==> config.mk <==
export PLATFORM = sky130hd
export DESIGN_NAME = plm_cell
export DESIGN_NICKNAME = d
export VERILOG_FILES = /design/src/plm_pkg.sv /design/src/plm_cell.sv
export SDC_FILE = /design/constraint.sdc
export NUM_CORES = 1
export LEC_CHECK = 0
export BUFFER_PORTS_ARGS = -buffer_cell sky130_fd_sc_hd__buf_2
export CELL_PAD_IN_SITES_DETAIL_PLACEMENT = 0
export CELL_PAD_IN_SITES_GLOBAL_PLACEMENT = 1
export CORE_MARGIN = 5
export CORE_UTILIZATION = 29
export CTS_CLUSTER_SIZE = 25
export DETAILED_ROUTE_END_ITERATION = 6
export PLACE_DENSITY_LB_ADDON = 0.1
export SYNTH_ARGS = -nofsm -noshare
export SYNTH_HDL_FRONTEND = slang
export SYNTH_SLANG_ARGS = --single-unit
==> constraint.sdc <==
create_clock -name i_clk -period 7.8 [get_ports i_clk]
set_clock_uncertainty 0.2 [all_clocks]
set_input_delay 1.56 -clock i_clk [delete_from_list [all_inputs] [get_ports i_clk]]
set_output_delay 1.56 -clock i_clk [all_outputs]
set_load 0.01 [all_outputs]
==> src/plm_pkg.sv <==
// Shared constants, codes and types of the positional list engine.
// No dependencies.
`default_nettype none
package plm_pkg;
    localparam int PLM_CAPACITY   = 64;
    localparam int PLM_VALUE_BITS = 32;

    localparam int FUNC_W   = 3;
    localparam int POS_W    = 7;
    localparam int DATA_W   = 32;
    localparam int STATUS_W = 2;
    localparam int COUNT_W  = 7;

    localparam logic [FUNC_W-1:0] FN_INSERT = 3'd0;
    localparam logic [FUNC_W-1:0] FN_DELETE = 3'd1;
    localparam logic [FUNC_W-1:0] FN_GET    = 3'd2;
    localparam logic [FUNC_W-1:0] FN_LENGTH = 3'd3;
    localparam logic [FUNC_W-1:0] FN_CLEAR  = 3'd4;

    typedef enum logic [STATUS_W-1:0] {
        ST_OK    = 2'd0,
        ST_RANGE = 2'd1,
        ST_FULL  = 2'd2
    } t_status;

    typedef struct packed {
        logic             ins;
        logic             del;
        logic [POS_W-1:0] at;
    } t_cell_ctrl;
endpackage
`default_nettype wire

==> src/plm_cell.sv <==
// One storage cell of the list chain: holds one element, shifts from its
// neighbors on insert/delete, drives its value on the read bus when selected.
// Depends on plm_pkg.
`default_nettype none
module plm_cell #(
    parameter int VALUE_BITS = plm_pkg::PLM_VALUE_BITS,
    parameter int IDX        = 0
) (
    input  wire                        i_clk,
    input  wire plm_pkg::t_cell_ctrl   i_ctrl,
    input  wire logic [VALUE_BITS-1:0] i_new,
    input  wire logic [VALUE_BITS-1:0] i_left,
    input  wire logic [VALUE_BITS-1:0] i_right,
    output logic      [VALUE_BITS-1:0] o_val,
    output logic      [VALUE_BITS-1:0] o_tap
);
    import plm_pkg::*;

    localparam logic [31:0] L_IDX = 32'(IDX);

    logic [VALUE_BITS-1:0] r_val;
    logic [VALUE_BITS-1:0] n_val;
    logic [31:0]           w_at;
    logic                  w_hit;
    logic                  w_after;

    assign w_at    = 32'(i_ctrl.at);
    assign w_hit   = (L_IDX == w_at);
    assign w_after = (L_IDX > w_at);

    always_comb begin
        n_val = r_val;
        if (i_ctrl.ins) begin
            if (w_hit) begin
                n_val = i_new;
            end else if (w_after) begin
                n_val = i_left;
            end
        end else if (i_ctrl.del) begin
            if (w_hit || w_after) begin
                n_val = i_right;
            end
        end
    end

    always_ff @(posedge i_clk) begin
        r_val <= n_val;
    end

    assign o_val = r_val;
    assign o_tap = w_hit ? r_val : '0;
endmodule
`default_nettype wire

# Yosys cells after proc, flatten, opt, wreduce, memory -nomap -nowiden
# Index checks and enable logic that the tools add are counted.
classes:
  eq_ne: 1
  shifts: 0
  muxes: 6
  multipliers: 0
  addsub: 0
  n_lt_le_gt_ge: 1
  div: 0
  bitwise: 0
  n_reduce_logical: 5
op_table:
  columns: ["op", "n"]
  rows:
  - ["$mux 32", 6]
  - ["$logic_not 32->1", 1]
  - ["$gt 1x7->1 const A", 1]
  - ["$reduce_bool 2->1", 2]
  - ["$ne 3x1->1 const B", 1]
  - ["$reduce_and 3->1", 1]
  - ["$logic_or 1x1->1", 1]
word_totals:
  ramBits: 0
  ff_bits: 32
  input_bits: 106
  memories: 0
  mem_bits_ro: 0
  latch_bits: 0
  out_inout_bits: 64
  word_cells: 14

# Longest topological paths before layout
logic_depth:
  ltp_word: 5
  depth_mapped: 5
  depth_no_buf: 3

# Worst setup path after synthesis
# No wires, ideal clock.
synth_path:
  path_type: "input to output"
  start: "input port i_ctrl[3] in the netlist's numbering"
  end: "output port o_tap[0]"
  arrival_ps: 2461
  setup_slack_ps: 3579
  n_path_buf: 1
  cell_stages: 3
  required_ps: 6040
  path_cell_list: "nor3_2 > clkbuf_1 > and3_1"
synth_via:
  elab_chain_cells: 2
synth_lines:
  columns: ["element", "line", "source"]
  rows:
  - ["from (decl)", "plm_cell.sv:10", "input wire plm_pkg::t_cell_ctrl i_ctrl,"]
  - ["$logic_not 32->1", "plm_cell.sv:28", "assign w_hit = (L_IDX == w_at);"]
  - ["$mux 32", "plm_cell.sv:51", "assign o_tap = w_hit ? r_val : '0;"]
  - ["to (decl)", "plm_cell.sv:15", "output logic [VALUE_BITS-1:0] o_tap"]
# Every way passes these cells.

# Final worst setup path
layout_path:
  start: "input port i_ctrl[4] in the netlist's numbering"
  end: "output port o_tap[28]"
# Same word-level chain as after synthesis.

==> reports/results.ini <==
[status]
status=finished, final reports clean

[critical_path]
cp-end-kind=output port
cp_max_fo=48
crit_end=o_tap[28]
crit_type=primary input to output port
arrival_ns=3.34
start_kind=primary input
crit_path_start=i_ctrl[4]
required_ns=6.04

[power_and_ir_drop]
internal_power_mw=0.2878
p_comb_share_pct=17.4
seqPwrFrac_pct=49.8
p_clk_share_pct=32.8
p_per_area_nw_per_um2=126.9
p_leak_nw=1.535
vdd.ir_drop.worst_v=0.00004475
switchingPower_mw=0.09761
p_sw_share_pct=25.33

[yosys]
syn_area_per_cell_sq_um=9.311
synth_top_area_cell=edfxtp_1
synth_seq_cells=32
ys_top_cells_by_area=edfxtp_1 (46%), and3_1 (9.6%), a31oi_1 (5.4%), a21oi_1 (5.3%), a221o_1 (4.8%)
synth_top_area_share_pct=46.07
synthCells=224
syn-cell-area_sq_um=2086
synth_cell_type_count=23
yosysSeqAreaShare_pct=46.07
yosysWarnings=0
syn_nets=330

[drt]
wl_mm=7.729
drt-pass1-iter-count=4
drtIter0Drc=103
dr_total_vias=2338
wl_per_cell_um=16.17
drt-vias-per-instance=4.891
drc=0
ant_nets=0

[clocking]
clkTransAtPathRegs_ns=0.07
cts_buffers=5
cts_resized=0
post_cts.repair.setup_buffers=0
cts_max_path_buffers=2
clock-sinks=32
cts_tree=done
htreeDepth=2
root_buffer=clkbuf_8
ctsHoldBuffers=0

[sta]
period_minus_slack_ns=5.097
holdWs_ns=1.378
final.setup.tns_ns=0
fin_ws_ns=2.703
setup_viol=0
finalCritPeriodShare_pct=65.35
slew_viol_final=0
slew_headroom_pct=44.20
fmax_mhz=196.2
worstMarginPinSlew_ns=0.8370
hold_viol=0
rsz0062_at_grt=false

[global_route]
grt_usage_pct=16.66
antenna_found_initial=0
grt_start_max_net_pins=65
grt-ovfl-total=0
grt_pass1_wl_mm=11.70
grt_pass1_vias=2341

[cells_and_area]
drive_gt1_share_pct=49.08
fin_util_pct=42.55
syn2layout_area_growth_pct=45.59
largest_reg_flops=32
layout_common_cells=buf_2 (169), and3_1 (32), edfxtp_1 (32), a21oi_1 (22)
finalNetCount=484
fillers=788
n_antenna_cell=0
fin_cells=478
layout_commonest_cell=buf_2

[placed_design]
place.gp.congestion=0.7508
io_buffers=169
place_ws_ns=2.713
dpl.cell_count=470
dpl.hpwl_mm=5.347

[floorplan]
dieArea_sq_um=8988
core_area_sq_um=7137
start_util_pct=29.23
rows=31
dieWidth_um=94.81
die_h_um=94.81
ioPinCount=170

[worst_hold_path]
min-delay-start=i_right[30]
worstHoldPathType=primary input to flip-flop

[job]
maxCapViolations=0

-- logic make-up (layout without fill, tap and decap cells) --
logic type	count (synthesis)	count (layout)	share of synthesized area [%]
and+or+nand+nor	93	93	25.25
DFF	32	32	46.07
AOI/OAI and AO/OA	73	73	22.32
buffers and inverters	26	181	6.358
-- how the worst min path moves through the flow --
stage	endpoint	slack, ns	depth (start not counted)
final	o_val[30]	1.38	2
after global routing	o_val[30]	1.38	2
after CTS	o_val[24]	1.37	2
after detailed placement	o_val[24]	1.67	2
after global placement	o_val[22]	1.67	2
after floorplan	o_val[30]	1.58	1
-- layer usage --
metal / vias up / global-route usage, % / wire length (um)
met3: 8 / 5.100 / 754
met5: - / 0 / 0
met1: 1071 / 20.36 / 3236
met2: 102 / 28.07 / 3631
met4: 0 / 5.048 / 107
li1: 1157 / - / -
-- area by class of cell --
type                    count  area, sq um  share of cell area (%)
repair buffers            172        868.3                   28.60
clock inverters             1        3.754                  0.1236
multi-input cells         166        999.7                   32.92
clock buffers               7        76.32                   2.513
flip-flops and latches     32        960.9                   31.64
inverters                   1        3.754                  0.1236
well taps                  99        123.9                   4.079
-- per-stage QoR --
stage,power (mW),instance area (sq um)
2_1_floorplan,0.2293,2086
3_3_place_gp,0.2621,2957
3_5_place_dp,0.2634,2957
4_1_cts,0.3890,3037
5_1_grt,0.4040,3037
6_report,0.3854,3037
-- synthesized netlist by cell type --
master     n
a221o_1   10
nor4_4     1
buf_2      4
or4_4      1
a221o_2    4
clkbuf_1  17
o21ai_0   18
nor2_1    18
nand3_1   10
nand2_1   14
edfxtp_1  32
a31oi_1   18
a21oi_1   22
buf_4      1
nor2_8     1
and3_1    32
or3_1      1
buf_6      2
and2_1    14
buf_8      1
nor3_2     1
inv_1      1
o21a_1     1
-- worst max-delay path, stage by stage --
cell and delay, ns:
buf_2 0.12, nor4_4 0.74, buf_4 0.53, and3_1 0.24, buf_2 0.13
-- power groups by stage --
stage / Clock, mW / Sequential, mW / Combinational, mW
CTS: 0.129 / 0.192 / 0.0679
floorplan: 0 / 0.196 / 0.0332
global route: 0.136 / 0.192 / 0.0758
finish: 0.126 / 0.192 / 0.0671
global placement: 0 / 0.196 / 0.0664
detailed placement: 0 / 0.196 / 0.0677
No activity file was read; power rests on OpenSTA's default activity.
